[src/hdl/afd_pkg.sv]
// Shared types, constants and helpers for the accelerometer fall detector.
// No dependencies; every other file of the block imports this package.
package afd_pkg;

  localparam int MagWidth   = 16;
  localparam int CountWidth = 15;
  localparam int WinWidth   = 14;
  localparam int AddrWidth  = 5;
  localparam int DataWidth  = 32;

  // Queue between front and back; depth must be a power of two.
  localparam int QueueDepth = 2;
  localparam int PtrWidth   = $clog2(QueueDepth);

  typedef logic [MagWidth-1:0]   mag_t;
  typedef logic [CountWidth-1:0] cnt_t;
  typedef logic [WinWidth-1:0]   win_t;

  localparam mag_t OneG      = mag_t'(4096);
  localparam mag_t StillBand = mag_t'(1228);
  localparam mag_t StillLo   = OneG - StillBand;
  localparam mag_t StillHi   = OneG + StillBand;
  localparam cnt_t CountMax  = '1;

  typedef enum logic [2:0] {
    REG_FF_THR    = 3'd0,
    REG_IMP_THR   = 3'd1,
    REG_FF_MIN    = 3'd2,
    REG_IMP_WIN   = 3'd3,
    REG_STILL_MIN = 3'd4,
    REG_POST_MAX  = 3'd5
  } reg_idx_e;

  typedef struct packed {
    mag_t ff_thr;
    mag_t imp_thr;
    win_t ff_min;
    win_t imp_win;
    win_t still_need;
    win_t post_lim;
  } cfg_t;

  localparam cfg_t CfgReset = '{
    ff_thr:     mag_t'(1434),
    imp_thr:    mag_t'(10240),
    ff_min:     win_t'(4),
    imp_win:    win_t'(15),
    still_need: win_t'(50),
    post_lim:   win_t'(150)
  };

  // Sample after classification by the front end.
  typedef struct packed {
    logic below_ff;
    logic above_imp;
    logic still;
    mag_t mag;
  } sample_t;

  typedef enum logic [3:0] {
    PH_NORMAL   = 4'b0001,
    PH_FREEFALL = 4'b0010,
    PH_WAIT     = 4'b0100,
    PH_POST     = 4'b1000
  } phase_e;

  function automatic cnt_t sat_inc(cnt_t c);
    return (c == CountMax) ? c : c + cnt_t'(1);
  endfunction

endpackage

[src/hdl/afd_if.sv]
// Valid/ready stream interfaces for the fall detector's sample and result channels.
// Depends on afd_pkg.
interface afd_in_if import afd_pkg::*; ();
  logic valid;
  logic ready;
  mag_t accel_magnitude;

  modport source (output valid, output accel_magnitude, input ready);
  modport sink   (input valid, input accel_magnitude, output ready);
endinterface

interface afd_out_if import afd_pkg::*; ();
  logic valid;
  logic ready;
  logic fall_detected;
  mag_t impact_peak;
  logic armed;

  modport source (output valid, output fall_detected, output impact_peak, output armed,
                  input ready);
  modport sink   (input valid, input fall_detected, input impact_peak, input armed,
                  output ready);
endinterface

[src/hdl/afd_regs.sv]
// APB-style configuration registers: thresholds and sample windows.
// Depends on afd_pkg.
module afd_regs import afd_pkg::*; (
  input  logic                 clk_i,
  input  logic                 rst_ni,
  input  logic                 psel,
  input  logic                 penable,
  input  logic                 pwrite,
  input  logic [AddrWidth-1:0] paddr,
  input  logic [DataWidth-1:0] pwdata,
  output logic [DataWidth-1:0] prdata,
  output logic                 pready,
  output cfg_t                 cfg_o
);

  cfg_t     cfg_q;
  logic     wr_en;
  reg_idx_e idx;

  assign pready = 1'b1;
  assign wr_en  = psel & penable & pwrite;
  assign idx    = reg_idx_e'(paddr[AddrWidth-1:2]);
  assign cfg_o  = cfg_q;

  always_ff @(posedge clk_i or negedge rst_ni) begin
    if (!rst_ni) begin
      cfg_q <= CfgReset;
    end else if (wr_en) begin
      case (idx)
        REG_FF_THR:    cfg_q.ff_thr     <= pwdata[MagWidth-1:0];
        REG_IMP_THR:   cfg_q.imp_thr    <= pwdata[MagWidth-1:0];
        REG_FF_MIN:    cfg_q.ff_min     <= pwdata[WinWidth-1:0];
        REG_IMP_WIN:   cfg_q.imp_win    <= pwdata[WinWidth-1:0];
        REG_STILL_MIN: cfg_q.still_need <= pwdata[WinWidth-1:0];
        REG_POST_MAX:  cfg_q.post_lim   <= pwdata[WinWidth-1:0];
        default: ;
      endcase
    end
  end

  always_comb begin
    case (idx)
      REG_FF_THR:    prdata = DataWidth'(cfg_q.ff_thr);
      REG_IMP_THR:   prdata = DataWidth'(cfg_q.imp_thr);
      REG_FF_MIN:    prdata = DataWidth'(cfg_q.ff_min);
      REG_IMP_WIN:   prdata = DataWidth'(cfg_q.imp_win);
      REG_STILL_MIN: prdata = DataWidth'(cfg_q.still_need);
      REG_POST_MAX:  prdata = DataWidth'(cfg_q.post_lim);
      default:       prdata = '0;
    endcase
  end

endmodule

[src/hdl/afd_front.sv]
// Front end: accepts samples and classifies them against the thresholds.
// Depends on afd_pkg and afd_in_if; feeds afd_queue.
module afd_front import afd_pkg::*; (
  input  logic     clk_i,
  input  logic     rst_ni,
  afd_in_if.sink   in_s,
  input  cfg_t     cfg_i,
  input  logic     full_i,
  output logic     push_o,
  output sample_t  push_data_o
);

  logic    valid_q;
  sample_t data_q;
  sample_t data_d;
  mag_t    mag;

  assign mag = in_s.accel_magnitude;

  always_comb begin
    data_d.mag       = mag;
    data_d.below_ff  = mag < cfg_i.ff_thr;
    data_d.above_imp = mag > cfg_i.imp_thr;
    data_d.still     = (mag >= StillLo) && (mag <= StillHi);
  end

  assign in_s.ready  = !valid_q || !full_i;
  assign push_o      = valid_q && !full_i;
  assign push_data_o = data_q;

  always_ff @(posedge clk_i or negedge rst_ni) begin
    if (!rst_ni) begin
      valid_q <= 1'b0;
    end else if (in_s.ready) begin
      valid_q <= in_s.valid;
    end
  end

  always_ff @(posedge clk_i) begin
    if (in_s.valid && in_s.ready) begin
      data_q <= data_d;
    end
  end

endmodule

[src/hdl/afd_queue.sv]
// Short queue of classified samples between the front end and the phase tracker.
// Depends on afd_pkg.
module afd_queue import afd_pkg::*; (
  input  logic    clk_i,
  input  logic    rst_ni,
  input  logic    push_i,
  input  sample_t push_data_i,
  output logic    full_o,
  input  logic    pop_i,
  output logic    valid_o,
  output sample_t head_o
);

  sample_t             entry_q [QueueDepth];
  logic [PtrWidth-1:0] wr_ptr_q;
  logic [PtrWidth-1:0] rd_ptr_q;
  logic [PtrWidth:0]   count_q;
  logic [PtrWidth:0]   count_d;

  assign full_o  = count_q == (PtrWidth+1)'(QueueDepth);
  assign valid_o = count_q != '0;
  assign head_o  = entry_q[rd_ptr_q];

  always_comb begin
    count_d = count_q;
    if (push_i && !pop_i) begin
      count_d = count_q + 1'b1;
    end else if (pop_i && !push_i) begin
      count_d = count_q - 1'b1;
    end
  end

  always_ff @(posedge clk_i or negedge rst_ni) begin
    if (!rst_ni) begin
      wr_ptr_q <= '0;
      rd_ptr_q <= '0;
      count_q  <= '0;
    end else begin
      count_q <= count_d;
      if (push_i) begin
        wr_ptr_q <= wr_ptr_q + 1'b1;
      end
      if (pop_i) begin
        rd_ptr_q <= rd_ptr_q + 1'b1;
      end
    end
  end

  always_ff @(posedge clk_i) begin
    if (push_i) begin
      entry_q[wr_ptr_q] <= push_data_i;
    end
  end

endmodule

[src/hdl/afd_back.sv]
// Back end: phase tracker (normal, free-fall, wait impact, post impact) and
// the result register. Depends on afd_pkg and afd_out_if; fed by afd_queue.
module afd_back import afd_pkg::*; (
  input  logic      clk_i,
  input  logic      rst_ni,
  input  cfg_t      cfg_i,
  input  logic      q_valid_i,
  input  sample_t   q_head_i,
  output logic      q_pop_o,
  afd_out_if.source out_m
);

  phase_e phase_q, phase_d;
  cnt_t   ff_cnt_q, ff_cnt_d;
  cnt_t   wait_cnt_q, wait_cnt_d;
  cnt_t   post_cnt_q, post_cnt_d;
  cnt_t   still_cnt_q, still_cnt_d;
  mag_t   peak_q, peak_d;

  logic   out_valid_q;
  logic   out_fall_q, out_fall_d;
  mag_t   out_peak_q, out_peak_d;
  logic   out_armed_q;

  cnt_t   wait_inc;
  cnt_t   post_inc;
  cnt_t   still_new;
  mag_t   peak_max;

  assign q_pop_o = q_valid_i && (!out_valid_q || out_m.ready);

  assign wait_inc  = sat_inc(wait_cnt_q);
  assign post_inc  = sat_inc(post_cnt_q);
  assign still_new = q_head_i.still ? sat_inc(still_cnt_q) : '0;
  assign peak_max  = (q_head_i.mag > peak_q) ? q_head_i.mag : peak_q;

  always_comb begin
    phase_d     = phase_q;
    ff_cnt_d    = ff_cnt_q;
    wait_cnt_d  = wait_cnt_q;
    post_cnt_d  = post_cnt_q;
    still_cnt_d = still_cnt_q;
    peak_d      = peak_q;
    out_fall_d  = 1'b0;
    out_peak_d  = '0;
    case (phase_q)
      PH_NORMAL: begin
        if (q_head_i.below_ff) begin
          phase_d  = PH_FREEFALL;
          ff_cnt_d = cnt_t'(1);
        end
      end
      PH_FREEFALL: begin
        if (q_head_i.below_ff) begin
          ff_cnt_d = sat_inc(ff_cnt_q);
        end else if (ff_cnt_q >= cnt_t'(cfg_i.ff_min)) begin
          // the sample ending the free-fall may be the impact itself
          wait_cnt_d = '0;
          if (q_head_i.above_imp) begin
            phase_d     = PH_POST;
            peak_d      = q_head_i.mag;
            post_cnt_d  = '0;
            still_cnt_d = '0;
          end else begin
            phase_d = PH_WAIT;
            peak_d  = '0;
          end
        end else begin
          phase_d = PH_NORMAL;
        end
      end
      PH_WAIT: begin
        wait_cnt_d = wait_inc;
        if (q_head_i.above_imp) begin
          phase_d     = PH_POST;
          peak_d      = q_head_i.mag;
          post_cnt_d  = '0;
          still_cnt_d = '0;
        end else if (wait_inc > cnt_t'(cfg_i.imp_win)) begin
          phase_d = PH_NORMAL;
        end
      end
      PH_POST: begin
        post_cnt_d  = post_inc;
        still_cnt_d = still_new;
        peak_d      = peak_max;
        if (still_new >= cnt_t'(cfg_i.still_need) || post_inc > cnt_t'(cfg_i.post_lim)) begin
          if (still_new >= cnt_t'(cfg_i.still_need)) begin
            out_fall_d = 1'b1;
            out_peak_d = peak_max;
          end
          phase_d     = PH_NORMAL;
          ff_cnt_d    = '0;
          wait_cnt_d  = '0;
          post_cnt_d  = '0;
          still_cnt_d = '0;
          peak_d      = '0;
        end
      end
      default: begin
        phase_d = PH_NORMAL;
      end
    endcase
  end

  always_ff @(posedge clk_i or negedge rst_ni) begin
    if (!rst_ni) begin
      phase_q     <= PH_NORMAL;
      ff_cnt_q    <= '0;
      wait_cnt_q  <= '0;
      post_cnt_q  <= '0;
      still_cnt_q <= '0;
      peak_q      <= '0;
      out_valid_q <= 1'b0;
    end else begin
      if (q_pop_o) begin
        phase_q     <= phase_d;
        ff_cnt_q    <= ff_cnt_d;
        wait_cnt_q  <= wait_cnt_d;
        post_cnt_q  <= post_cnt_d;
        still_cnt_q <= still_cnt_d;
        peak_q      <= peak_d;
        out_valid_q <= 1'b1;
      end else if (out_m.ready) begin
        out_valid_q <= 1'b0;
      end
    end
  end

  always_ff @(posedge clk_i) begin
    if (q_pop_o) begin
      out_fall_q  <= out_fall_d;
      out_peak_q  <= out_peak_d;
      out_armed_q <= phase_d != PH_NORMAL;
    end
  end

  assign out_m.valid         = out_valid_q;
  assign out_m.fall_detected = out_fall_q;
  assign out_m.impact_peak   = out_peak_q;
  assign out_m.armed         = out_armed_q;

endmodule

[src/hdl/accel_fall_detector.sv]
// Accelerometer fall detector, top level.
// Channels: in_s takes one acceleration magnitude per request (unsigned Q4.12 g,
// 1 g = 4096); out_m returns exactly one result per sample, in order:
// fall_detected, impact_peak (peak when a fall is confirmed, else 0) and armed.
// The APB port sets the two thresholds and four sample windows; pready is tied
// high and a write lands on the access cycle. Write only while no sample is in
// flight.
// Path: an accepted sample passes the front register, the queue and the result
// register before its result is valid. Throughput: one sample per cycle while the
// receiver keeps ready high; the phase tracker updates its counters once per sample.
// Stall: while the receiver holds ready low the result stays put, the queue
// and front register absorb three more samples, then in_s.ready drops.
// Reset: the detector returns to the normal phase with all counters and the
// peak cleared; registers take their default values. No clearing pass needed.
// Depends on afd_pkg, afd_if, afd_regs, afd_front, afd_queue, afd_back.
module accel_fall_detector import afd_pkg::*; (
  input  logic                 clk_i,
  input  logic                 rst_ni,
  afd_in_if.sink               in_s,
  afd_out_if.source            out_m,
  input  logic                 psel,
  input  logic                 penable,
  input  logic                 pwrite,
  input  logic [AddrWidth-1:0] paddr,
  input  logic [DataWidth-1:0] pwdata,
  output logic [DataWidth-1:0] prdata,
  output logic                 pready
);

  cfg_t    cfg;
  logic    push;
  sample_t push_data;
  logic    full;
  logic    pop;
  logic    q_valid;
  sample_t q_head;

  afd_regs u_regs (
    .clk_i   (clk_i),
    .rst_ni  (rst_ni),
    .psel    (psel),
    .penable (penable),
    .pwrite  (pwrite),
    .paddr   (paddr),
    .pwdata  (pwdata),
    .prdata  (prdata),
    .pready  (pready),
    .cfg_o   (cfg)
  );

  afd_front u_front (
    .clk_i       (clk_i),
    .rst_ni      (rst_ni),
    .in_s        (in_s),
    .cfg_i       (cfg),
    .full_i      (full),
    .push_o      (push),
    .push_data_o (push_data)
  );

  afd_queue u_queue (
    .clk_i       (clk_i),
    .rst_ni      (rst_ni),
    .push_i      (push),
    .push_data_i (push_data),
    .full_o      (full),
    .pop_i       (pop),
    .valid_o     (q_valid),
    .head_o      (q_head)
  );

  afd_back u_back (
    .clk_i     (clk_i),
    .rst_ni    (rst_ni),
    .cfg_i     (cfg),
    .q_valid_i (q_valid),
    .q_head_i  (q_head),
    .q_pop_o   (pop),
    .out_m     (out_m)
  );

endmodule

[src/flat_wrapper.sv]
// flat-port wrapper written by rule: the top's interface ports become plain ports
module accel_fall_detector_flat import afd_pkg::*;
  (clk_i, rst_ni, psel, penable, pwrite, paddr, pwdata, prdata, pready, in_s_valid, in_s_accel_magnitude, in_s_ready, out_m_valid, out_m_fall_detected, out_m_impact_peak, out_m_armed, out_m_ready);
  afd_in_if in_s_i ();
  afd_out_if out_m_i ();
  input  logic clk_i;
  input  logic rst_ni;
  input  logic psel;
  input  logic penable;
  input  logic pwrite;
  input  logic [AddrWidth-1:0] paddr;
  input  logic [DataWidth-1:0] pwdata;
  output logic [DataWidth-1:0] prdata;
  output logic pready;
  input wire logic [$bits(in_s_i.valid)-1:0] in_s_valid;
  input wire logic [$bits(in_s_i.accel_magnitude)-1:0] in_s_accel_magnitude;
  output wire logic [$bits(in_s_i.ready)-1:0] in_s_ready;
  output wire logic [$bits(out_m_i.valid)-1:0] out_m_valid;
  output wire logic [$bits(out_m_i.fall_detected)-1:0] out_m_fall_detected;
  output wire logic [$bits(out_m_i.impact_peak)-1:0] out_m_impact_peak;
  output wire logic [$bits(out_m_i.armed)-1:0] out_m_armed;
  input wire logic [$bits(out_m_i.ready)-1:0] out_m_ready;
  assign in_s_i.valid = in_s_valid;
  assign in_s_i.accel_magnitude = in_s_accel_magnitude;
  assign in_s_ready = in_s_i.ready;
  assign out_m_valid = out_m_i.valid;
  assign out_m_fall_detected = out_m_i.fall_detected;
  assign out_m_impact_peak = out_m_i.impact_peak;
  assign out_m_armed = out_m_i.armed;
  assign out_m_i.ready = out_m_ready;
  accel_fall_detector u_core (.clk_i(clk_i), .rst_ni(rst_ni), .in_s(in_s_i), .out_m(out_m_i), .psel(psel), .penable(penable), .pwrite(pwrite), .paddr(paddr), .pwdata(pwdata), .prdata(prdata), .pready(pready));
endmodule
[config.mk]
export PLATFORM = sky130hd
export DESIGN_NAME = accel_fall_detector_flat
export DESIGN_NICKNAME = d
export VERILOG_FILES = /design/src/hdl/afd_pkg.sv /design/src/hdl/afd_if.sv /design/src/hdl/afd_regs.sv /design/src/hdl/afd_front.sv /design/src/hdl/afd_queue.sv /design/src/hdl/afd_back.sv /design/src/hdl/accel_fall_detector.sv /design/src/flat_wrapper.sv
export SDC_FILE = /design/constraint.sdc
export NUM_CORES = 1
export LEC_CHECK = 0
export BUFFER_PORTS_ARGS = -buffer_cell sky130_fd_sc_hd__buf_2
export CORE_MARGIN = 10
export CORE_UTILIZATION = 61
export CTS_CLUSTER_SIZE = 10
export DETAILED_ROUTE_END_ITERATION = 10
export GPL_TIMING_DRIVEN = 0
export PLACE_DENSITY = 0.87
export SLEW_MARGIN = 20
export SYNTH_ARGS = -nofsm -noshare
export SYNTH_HDL_FRONTEND = slang
export SYNTH_HIERARCHICAL = 1
export SYNTH_SLANG_ARGS = --single-unit
[constraint.sdc]
create_clock -name clk_i -period 4.74 [get_ports clk_i]
set_input_delay 0.948 -clock clk_i [delete_from_list [all_inputs] [get_ports clk_i]]
set_output_delay 0.948 -clock clk_i [all_outputs]
set_load 0.02 [all_outputs]
==> results by group, run 1 <==
Worst setup path
  • Required time of the critical path: 5230 ps
  • CP Cell Sequence: and3_1 -> nand4_1 -> nor2_2 -> and3_2 -> or2_2 -> nor2_1 -> xor2_1 -> ha_1 -> and3_1 -> a221o_1 -> a221o_1 -> a2111oi_4 -> and2_4 -> nand3_4 -> a21oi_4 -> buf_6 -> a22o_1
  • Worst setup path category: reg2reg
  • CP startpoint kind: flop
  • Slowest CP cell: dfrtp_2
  • Delay-heaviest family, CP: simple AND/OR/NAND/NOR gates
  • Slowest stage delay, CP: 450 ps
  • R2R depth: 17
  • RR Startpoint: u_core/u_back/post_cnt_q[4]$_DFFE_PN0P_
  • Crit-path max FO: 10
  • Worst Setup End Kind: flop
  • Buffers & Inverters on Critical Path: 1
  • Reg2reg setup slack: 100 ps
  • CP arrival: 5130 ps
  • R2r endpoint: u_core/u_back/peak_q[12]$_DFFE_PN0P_

STA
  • Measured slew at the worst slew-check pin: 1020 ps
  • Fmax: 215 MHz
  • Max Slew Vio Count: 0
  • WHS: 386 ps
  • Final worst slack: 97.1 ps
  • Crit path time final: 4640 ps
  • Final Cycle Share: 98.0%
  • Relative slew slack: 31.7%
  • Final hold vios: 0
  • Setup Skew: 15.0 ps
  • RSZ-0062 raised after global routing: yes
  • Setup Viol. Count Final: 0

Global routing
  • Largest net degree at the start of global routing: 98
  • Initial antenna violation count: 0
  • Grt total ovfl: 0
  • Vias in the first global route: 11600
  • First-pass GRT wire length: 62200 um
  • GRT Total Usage: 24.8%

CTS
  • Clock Sinks: 249
  • Clock latency on the worst-skew pair: 560 ps
  • CTS tree: yes
  • CTS H-tree depth: 1
  • Hold_buf cts: 0
  • CTS root buf: clkbuf_16
  • CTS clk-pin slew, worst paths: 60 ps
  • CTS Buf Count: 29
  • Worst-case clock buffer depth: 3

Synth
  • Syn Inst Count: 1356
  • Synth top area share: 26.1%
  • Sequential area share after synthesis: 45.2%
  • Post-synth EDFFs: 75
  • Yosys cell types: 75
  • Async SR Flop Fraction: 69.9%
  • Top post-synthesis cells by area: dfrtp_1 (26%), edfxtp_1 (15%), ha_1 (9.2%), mux2_2 (5.9%), dfstp_2 (3.8%)
  • Mean post-synth cell area: 10.8 um^2
  • Cell type with the largest total area after synthesis: dfrtp_1
  • Flops & latches, synth: 249
  • Top_reg_cell synth: dfrtp_1
  • Synth top cells by count: dfrtp_1 (153), inv_1 (117), ha_1 (108)
  • Mapped Area: 0.0147 mm^2
  • Most instantiated library cell after synthesis: dfrtp_1
  • Yosys Warn Count: 6

Die
  • Initial Util: 62.3%
  • Top Ports: 113
  • FP Rows: 56
  • Core Region: 0.0235 mm^2
  • DIE WIDTH: 175 um
  • Die Footprint: 0.0306 mm^2
  • Die Height: 175 um

Place
  • Post-DP HPWL: 28400 um
  • RePlAce Congestion: 0.974
  • I/O Buffers: 75
  • Area post-placement: 0.0156 mm^2
  • Dpl ws: -36.3 ps

Power
  • Pwr/cell area: 477 mW/mm^2
  • Clock power frac: 26.0%
  • Leak pwr: 7.52 nW
  • Psw: 2.82 mW
  • Max IR drop VDD: 321 uV
  • Combinational Power Share: 34.9%
  • Switching Fraction: 35.8%
  • Power share of the sequential group: 39.1%
  • Pint: 5.07 mW

Job
  • Max cap viols: 0

Run status
  • Status: complete, no violations

Finish
  • Fin nets: 1650
  • Layout cell share with drive strength beyond 1: 21.1%
  • Antenna cell count: 0
  • Final Util: 70.2%
  • Fillers: 1610
  • Synthesis-to-finish area growth: 12.8%
  • Final instance area: 0.0165 mm^2

Routing
  • Initial DRC count: 1196
  • Routed wire length: 38900 um
  • Via-per-instance ratio: 6.34
  • DRC Markers: 0
  • Via count: 11600
  • First-pass iteration count of the detailed router: 6
  • Routed Antenna Nets: 0
  • Drt wl/cell: 21.3 um

Worst hold path
  • Worst Hold Class: in2async
## per-layer routing
metal / part of all wire (%) / up-vias / global-route usage (%)
met4: 3.9 / 0 / 9.71
met1: 40 / 5624 / 31.6
met5: 0 / - / 0
li1: - / 5189 / -
met2: 48 / 628 / 40.9
met3: 8.6 / 118 / 4.76
## per-stage QoR
step / setup TNS, ps / cells / power [mW]
detailed placement: -247 / 1768 / 5.76
global route: 0 / 1824 / 8.27
global placement: -8710 / 1765 / 5.56
CTS: 0 / 1822 / 7.84
floorplan: 0 / 1371 / 4.90
finish: 0 / 1824 / 7.89
## worst max path at each step
stage	startpoint	to	depth (start not counted)
after floorplan	u_core/u_back/post_cnt_q[4]$_DFFE_PN0P_	u_core/u_back/peak_q[10]$_DFFE_PN0P_	17
after global placement	rst_ni	u_core/u_back/wait_cnt_q[7]$_DFFE_PN0P_	1
after detailed placement	u_core/u_back/post_cnt_q[4]$_DFFE_PN0P_	u_core/u_back/peak_q[9]$_DFFE_PN0P_	18
after CTS	u_core/u_back/post_cnt_q[4]$_DFFE_PN0P_	u_core/u_back/peak_q[12]$_DFFE_PN0P_	18
after global routing	u_core/u_back/post_cnt_q[4]$_DFFE_PN0P_	u_core/u_back/peak_q[12]$_DFFE_PN0P_	17
final	u_core/u_back/post_cnt_q[4]$_DFFE_PN0P_	u_core/u_back/peak_q[12]$_DFFE_PN0P_	17
## logic make-up after synthesis
group,after synthesis,synth area share (%)
multiplexers,162,12.5
buffers and inverters,185,5.92
adder cells (fa/ha/maj),108,9.22
AO/OA/AOI/OAI,247,11.5
other,2,0.0512
flip-flops,249,45.2
XOR/XNOR,36,2.15
AND/OR/NAND/NOR,367,13.4
## registers in the layout, summed over array words and instances, names as in the netlist
name                               cells
u_core/u_back/ff_cnt_q                15
u_core/u_back/post_cnt_q              15
u_core/u_queue/wr_ptr_q                1
u_core/u_back/out_m.valid              1
u_core/u_back/out_m.fall_detected      1
u_core/u_queue/rd_ptr_q                1
u_core/u_queue/count_q                 2
u_core/u_back/phase_q                  4
u_core/u_back/out_m.impact_peak       16
u_core/u_back/out_m.armed              1
u_core/u_back/peak_q                  16
u_core/u_front/valid_q                 1
u_core/u_back/wait_cnt_q              15
u_core/u_regs/cfg_o                   88
u_core/u_back/still_cnt_q             15
u_core/u_front/push_data_o            19
u_core/u_queue/entry_q                38
## cell usage in the layout, fill, tap and decap left out, drive strengths merged, types with 4 or more instances in the layout
master / Yosys / final
edfxtp: 75 / 75
xnor2: 22 / 22
a22o: 19 / 19
conb: 2 / 17
o41ai: 8 / 8
nand3: 49 / 49
nor3: 14 / 14
a21oi: 44 / 44
a211oi: 9 / 9
nand2: 83 / 83
or3: 16 / 16
buf: 48 / 127
nor4: 6 / 6
and2: 13 / 13
nor2: 76 / 76
clkinv: 3 / 4
mux2i: 46 / 46
mux2: 116 / 116
nand4: 40 / 40
o211ai: 5 / 5
inv: 117 / 118
ha: 108 / 108
or2: 7 / 7
nor2b: 9 / 9
a21o: 18 / 18
a31oi: 16 / 16
o31ai: 19 / 19
dfrtp: 153 / 153
o21ai: 59 / 59
and3: 20 / 20
xor2: 14 / 14
o21a: 9 / 9
dfstp: 21 / 21
clkbuf: 17 / 70
o221ai: 12 / 12
nand2b: 17 / 17
a221oi: 6 / 6
## final cells by class
cell class                 count  area [um^2]  area share [%]
buffer                        65          428            2.59
clock buffer                  52          842            5.09
clock inverter                 2         25.0           0.151
inverter                     120          450            2.72
multi-input combinational    937         7310            44.2
sequential                   249         6630            40.1
tap                          319          399            2.41
timing repair buffer          80          450            2.72
## power groups by stage
stage / Sequential (mW) / Clock (mW) / Combinational (mW)
floorplan: 3.05 / 0 / 1.85
global placement: 3.06 / 0 / 2.50
detailed placement: 3.10 / 0 / 2.65
CTS: 3.07 / 2.07 / 2.69
global route: 3.13 / 2.15 / 2.99
finish: 3.08 / 2.06 / 2.75
## timing repair
| action | in CTS | in global routing |
|---|---|---|
| buffers inserted | 0 | 2 |
| endpoints found under the setup margin | 43 | 76 |
| pin swaps | 0 | 6 |
| resized for setup | 2 | 19 |
Note: power is estimated with default switching activity, not from simulation.
==> run 2: changes to the inputs <==
CORE_MARGIN = default   (was 10)
SETUP_SLACK_MARGIN = 0.1   (was default)
==> results by group, run 2 (synthesis gave the netlist of run 1 again) <==
Power
  • Pwr/cell area: 474 mW/mm^2 (-0.66%)
  • Max IR drop VDD: 330 uV (+2.8%)
  • Leak pwr: 7.52 nW (about the same)

CTS
  • CTS H-tree depth: 1 (unchanged)
  • Clock Sinks: 249 (unchanged)
  • CTS Buf Count: 29 (unchanged)
  • Clock latency on the worst-skew pair: 540 ps (-20 ps)
  • CTS root buf: clkbuf_16
  • Worst-case clock buffer depth: 3 (unchanged)
  • CTS clk-pin slew, worst paths: 60 ps (about the same)
  • CTS tree: yes

STA
  • Measured slew at the worst slew-check pin: 1050 ps (+33.2 ps)
  • Crit path time final: 4520 ps (-120 ps)
  • Setup Skew: 9.27 ps (-5.70 ps)
  • Setup Viol. Count Final: 0 (unchanged)
  • Final hold vios: 0 (unchanged)
  • Final Cycle Share: 95.4% (-2.5 points)
  • RSZ-0062 raised after global routing: no
  • Relative slew slack: 29.4% (-2.2 points)
  • Fmax: 221 MHz (+2.7%)
  • Max Slew Vio Count: 0 (unchanged)

Finish
  • Antenna cell count: 0 (unchanged)
  • Largest register FFs: 88 (unchanged)
  • Synthesis-to-finish area growth: 12.8% (about the same)
  • Final Util: 70.2% (about the same)
  • Most common cell after layout, fill and taps aside: dfrtp_1
  • Final instance area: 0.0165 mm^2 (about the same)
  • Most frequent cells in the layout: dfrtp_1 (152), inv_1 (117), ha_1 (108)
  • Fin nets: 1653 (+0.18%)
  • Layout cell share with drive strength beyond 1: 21.3% (+0.27 points)

Worst setup path
  • Most used cell, CP: and3_1
  • CP Cell Sequence: and3_1 -> nand4_1 -> nor2_2 -> and3_1 -> or2_2 -> nor2_2 -> xor2_2 -> ha_1 -> and3_1 -> a221o_1 -> a221o_1 -> a2111oi_4 -> nand3_2 -> o2bb2ai_1 -> or3_1 -> clkbuf_4 -> buf_6 -> a22o_1
  • CP arrival: 5000 ps (-130 ps)
  • Worst Setup End Kind: flop
  • Worst setup path category: reg2reg
  • Crit-path max FO: 10 (unchanged)
  • CP startpoint kind: flop
  • Required time of the critical path: 5210 ps (-20 ps)
  • Slowest stage delay, CP: 430 ps (-20 ps)
  • CP Depth: 18 (+1)
  • Buffers & Inverters on Critical Path: 2 (+1)
  • Delay-heaviest family, CP: simple AND/OR/NAND/NOR gates
  • Slowest CP cell: dfrtp_1
  • R2R depth: 18 (+1)

Routing
  • DRC Markers: 0 (unchanged)
  • Initial DRC count: 1169 (-2.3%)
  • M1 wire length: 15300 um (-1.5%)
  • First-pass iteration count of the detailed router: 7 (+1)
  • Met2 routed WL: 18300 um (-0.87%)
  • Routed wire length: 38700 um (-0.43%)
  • Via count: 11500 (-0.14%)
  • Drt wl/cell: 21.2 um (-0.43%)
  • Routed Antenna Nets: 0 (unchanged)
  • Met3 WL: 3300 um (-1.0%)
  • Uppermost layer routed: met4
  • Via-per-instance ratio: 6.33 (-0.14%)

Die
  • Top Ports: 113 (unchanged)
  • Initial Util: 62.3% (unchanged)
  • Die Footprint: 0.0247 mm^2 (-20%)
  • Core Region: 0.0235 mm^2 (unchanged)
  • Die Height: 157 um (-10%)
  • DIE WIDTH: 157 um (-10%)
  • FP Rows: 56 (unchanged)

Worst hold path
  • Worst Hold Class: in2async

Place
  • Post-DP HPWL: 27200 um (-4.5%)
  • Area post-placement: 0.0156 mm^2 (about the same)
  • I/O Buffers: 75 (unchanged)
  • RePlAce Congestion: 0.963 (-1.2%)

Global routing
  • Largest net degree at the start of global routing: 89 (-9.2%)
  • Vias in the first global route: 11600 (+0.026%)
  • Initial antenna violation count: 0 (unchanged)
  • First-pass GRT wire length: 61000 um (-2.0%)
  • Grt total ovfl: 0 (unchanged)
  • GRT Total Usage: 32.1% (+7.3 points)

Job
  • Max cap viols: 0 (unchanged)

Run status
  • Status: complete, no violations
==> run 2: cell types whose count changed in the layout (fill, tap and decap cells not counted), moves of 2 or more <==
cell and delta:
clkbuf_1 -4, buf_2 +2, clkbuf_2 +2, clkbuf_8 -2, clkinv_1 +2, nand3_2 +2
==> run 2: what timing repair did <==
item,CTS,global route
pin swaps,0,5
setup buffers,0,5
gates resized for setup,3,22
hold buffers,0,0
setup endpoints to repair,24,77
==> run 2: power by group <==
group	total [mW]	internal, mW	switching [mW]
logic	2.77	1.13	1.64
clock network	1.99	1.14	0.842
registers	3.08	2.75	0.333
total	7.84	5.03	2.81
==> run 2: layer usage <==
| layer | track usage [%] | vias up |
|---|---|---|
| met3 | 5.84 | 129 |
| met2 | 53.2 | 641 |
| met5 | 0 | - |
| met4 | 15.4 | 0 |
| li1 | - | 5170 |
| met1 | 40.7 | 5603 |
==> run 2: final timing paths <==
kind | startpoint | to | slack (ps)
max in group asynchronous | rst_ni | u_core/u_regs/cfg_o[82]$_DFFE_PN1P_ | 3390
min in group clk_i | u_core/u_front/push_data_o[6]$_DFFE_PP_ | u_core/u_queue/entry_q[0][6]$_DFFE_PP_ | 450
min | rst_ni | u_core/u_back/wait_cnt_q[14]$_DFFE_PN0P_ | 420
max | u_core/u_back/post_cnt_q[5]$_DFFE_PN0P_ | u_core/u_back/peak_q[12]$_DFFE_PN0P_ | 220
min reg2reg | u_core/u_front/push_data_o[6]$_DFFE_PP_ | u_core/u_queue/entry_q[0][6]$_DFFE_PP_ | 450
max reg2reg | u_core/u_back/post_cnt_q[5]$_DFFE_PN0P_ | u_core/u_back/peak_q[12]$_DFFE_PN0P_ | 220
==> run 2: layout make-up <==
cell class	count	area, um^2
Multi-Input combinational cell	937	7330
Fill cell	1656	7010
Sequential cell	249	6630
Clock buffer	48	807
Timing Repair Buffer	83	470
Inverter	120	450
Buffer	65	432
Tap cell	319	399
Clock inverter	3	12.5
==> run 2: per-stage QoR <==
step                hold WS [ps]  TNS (ps)  total power [mW]  setup slack, ps  cells
CTS                          452         0              7.75              106   1819
finish                       423         0              7.84              217   1824
global route                 455         0              8.19             81.8   1824
floorplan                    421         0              4.90              766   1371
detailed placement           443         0              5.74              118   1768
global placement             425     -7060              5.56            -65.4   1765
==> run 3: changes to the inputs <==
CORE_UTILIZATION = 25   (was 61)
PLACE_DENSITY = 0.46   (was 0.87)
==> results by group, run 3 (synthesis gave the netlist of run 1 again) <==
Routing
  • First-pass iteration count of the detailed router: 5 (-2)
  • Drt wl/cell: 18.5 um (-13%)
  • Routed wire length: 42200 um (+9.1%)
  • Initial DRC count: 546 (-53%)
  • Via count: 10800 (-6.7%)
  • Via-per-instance ratio: 4.73 (-25%)
  • DRC Markers: 0 (unchanged)
  • Routed Antenna Nets: 0 (unchanged)

Power
  • Pwr/cell area: 467 mW/mm^2 (-1.5%)
  • Max IR drop VDD: 261 uV (-21%)
  • Power after layout: 8.06 mW (+2.8%)
  • Leak pwr: 7.59 nW (+0.89%)

Die
  • Core Region: 0.0578 mm^2 (+150%)
  • DIE WIDTH: 244 um (+55%)
  • FP Rows: 88 (+57%)
  • Top Ports: 113 (unchanged)
  • Die Footprint: 0.0596 mm^2 (+140%)
  • Initial Util: 25.4% (-37 points)
  • Die Height: 244 um (+55%)

CTS
  • CTS root buf: clkbuf_16
  • CTS tree: yes
  • CTS clk-pin slew, worst paths: 60 ps (about the same)
  • Worst-case clock buffer depth: 3 (unchanged)
  • Clock latency on the worst-skew pair: 580 ps (+40 ps)
  • Clock Sinks: 249 (unchanged)
  • CTS Buf Count: 31 (+6.9%)
  • Hold_buf cts: 0 (unchanged)
  • CTS H-tree depth: 1 (unchanged)

Worst setup path
  • Crit-path max FO: 10 (unchanged)
  • CP arrival: 4970 ps (-30 ps)
  • Required time of the critical path: 5240 ps (+30 ps)
  • Worst setup path category: reg2reg
  • Worst Setup End Kind: flop
  • CP startpoint kind: flop
  • R2R depth: 18 (unchanged)

Finish
  • Fin nets: 1657 (+0.24%)
  • Most frequent cells in the layout: dfrtp_1 (150), inv_1 (117), ha_1 (107)
  • Final Instance Count excl. Fillers: 2278 (+25%)
  • Fillers: 5988 (+260%)
  • Largest register FFs: 88 (unchanged)
  • Seq. cell area: 0.00664 mm^2 (about the same)
  • Layout cell share with drive strength beyond 1: 21.9% (+0.61 points)
  • Most common cell after layout, fill and taps aside: dfrtp_1
  • Synthesis-to-finish area growth: 17.8%
  • Area of the multi-input gates: 0.00732 mm^2 (-0.12%)
  • Antenna cell count: 0 (unchanged)

Global routing
  • Grt total ovfl: 0 (unchanged)
  • Initial antenna violation count: 1 (+1)
  • GRT Total Usage: 14.0% (-18 points)
  • Largest net degree at the start of global routing: 72 (-19%)
  • First-pass GRT wire length: 64600 um (+5.9%)
  • Vias in the first global route: 10700 (-8.1%)

STA
  • Relative slew slack: 33.2% (+3.8 points)
  • Fmax: 224 MHz (+1.3%)
  • Crit path time final: 4460 ps (-57.8 ps)
  • Measured slew at the worst slew-check pin: 1000 ps (-48.7 ps)
  • Final Cycle Share: 94.2% (-1.2 points)
  • RSZ-0062 raised after global routing: no
  • Setup Viol. Count Final: 0 (unchanged)
  • Setup Skew: 23.5 ps (+14.2 ps)
  • Final hold vios: 0 (unchanged)
  • Max Slew Vio Count: 0 (unchanged)
  • Setup_tns: 0 ps (unchanged)

Job
  • Max cap viols: 0 (unchanged)

Worst hold path
  • Worst Hold Class: in2async

Place
  • RePlAce Congestion: 0.822 (-15%)
  • I/O Buffers: 75 (unchanged)
  • Cells after DPL: 2216 (+25%)
  • Post-DP HPWL: 31900 um (+18%)

Run status
  • Status: complete, no violations
-- run 3: timing repair --
item | 4_1_cts | 5_1_grt
endpoints found under the hold margin | 0 | 0
setup buffers | 2 | 3
gates resized for setup | 10 | 16
pin swaps | 4 | 5
endpoints found under the setup margin | 64 | 71
-- run 3: where the power goes --
group | switching (mW) | internal (mW) | leakage, nW
clock network | 0.922 | 1.31 | 0.455
registers | 0.311 | 2.75 | 2.95
logic | 1.63 | 1.13 | 4.18
total | 2.86 | 5.20 | 7.59
-- run 3: final cells by class --
type                       count  share of cell area [%]
timing repair buffer          85                    3.07
buffer                        65                    2.51
multi-input combinational    937                    42.4
tap                          765                    5.54
inverter                     120                    2.61
clock inverter                 5                   0.312
sequential                   249                    38.4
clock buffer                  52                    5.12
-- run 3: metrics by stage --
stage	setup WS [ps]	instance area, um^2	hold slack [ps]	utilization (%)
3_3_place_gp	-413	16000	422	27.8
2_1_floorplan	766	14700	421	-
5_1_grt	105	17300	300	29.9
3_5_place_dp	-185	16200	432	28.0
6_report	275	17300	288	29.9
4_1_cts	135	17200	284	29.7
-- run 3: metal layers --
layer	vias to the layer above	global-route usage [%]	wire (um)
li1	5174	-	-
met4	0	4.63	1230
met1	5309	19.5	20300
met3	56	1.84	1690
met5	-	0	0
met2	226	22.3	19000
-- run 3: worst paths after layout --
| check | from | endpoint | slack, ps |
|---|---|---|---|
| min in group clk_i | u_core/u_front/push_data_o[3]$_DFFE_PP_ | u_core/u_queue/entry_q[0][3]$_DFFE_PP_ | 440 |
| max | u_core/u_back/post_cnt_q[4]$_DFFE_PN0P_ | u_core/u_back/peak_q[9]$_DFFE_PN0P_ | 280 |
| min reg2reg | u_core/u_front/push_data_o[3]$_DFFE_PP_ | u_core/u_queue/entry_q[0][3]$_DFFE_PP_ | 440 |
| max in group asynchronous | rst_ni | u_core/u_regs/cfg_o[82]$_DFFE_PN1P_ | 3670 |
| min | rst_ni | u_core/u_back/wait_cnt_q[1]$_DFFE_PN0P_ | 290 |
| max reg2reg | u_core/u_back/post_cnt_q[4]$_DFFE_PN0P_ | u_core/u_back/peak_q[9]$_DFFE_PN0P_ | 280 |
-- run 3: worst max-delay path: stages, from the launching register on --
cell	delay, ps
dfrtp_2	450
and3_4	200
nand4_1	140
nor2_2	90
and3_2	250
or2_2	330
nor2_1	130
xor2_1	270
ha_1	280
and3_1	160
a221o_1	360
a221o_1	350
a2111oi_4	380
nand3_2	200
o2bb2ai_2	180
or3_4	170
buf_4	160
buf_6	150
a22o_1	140
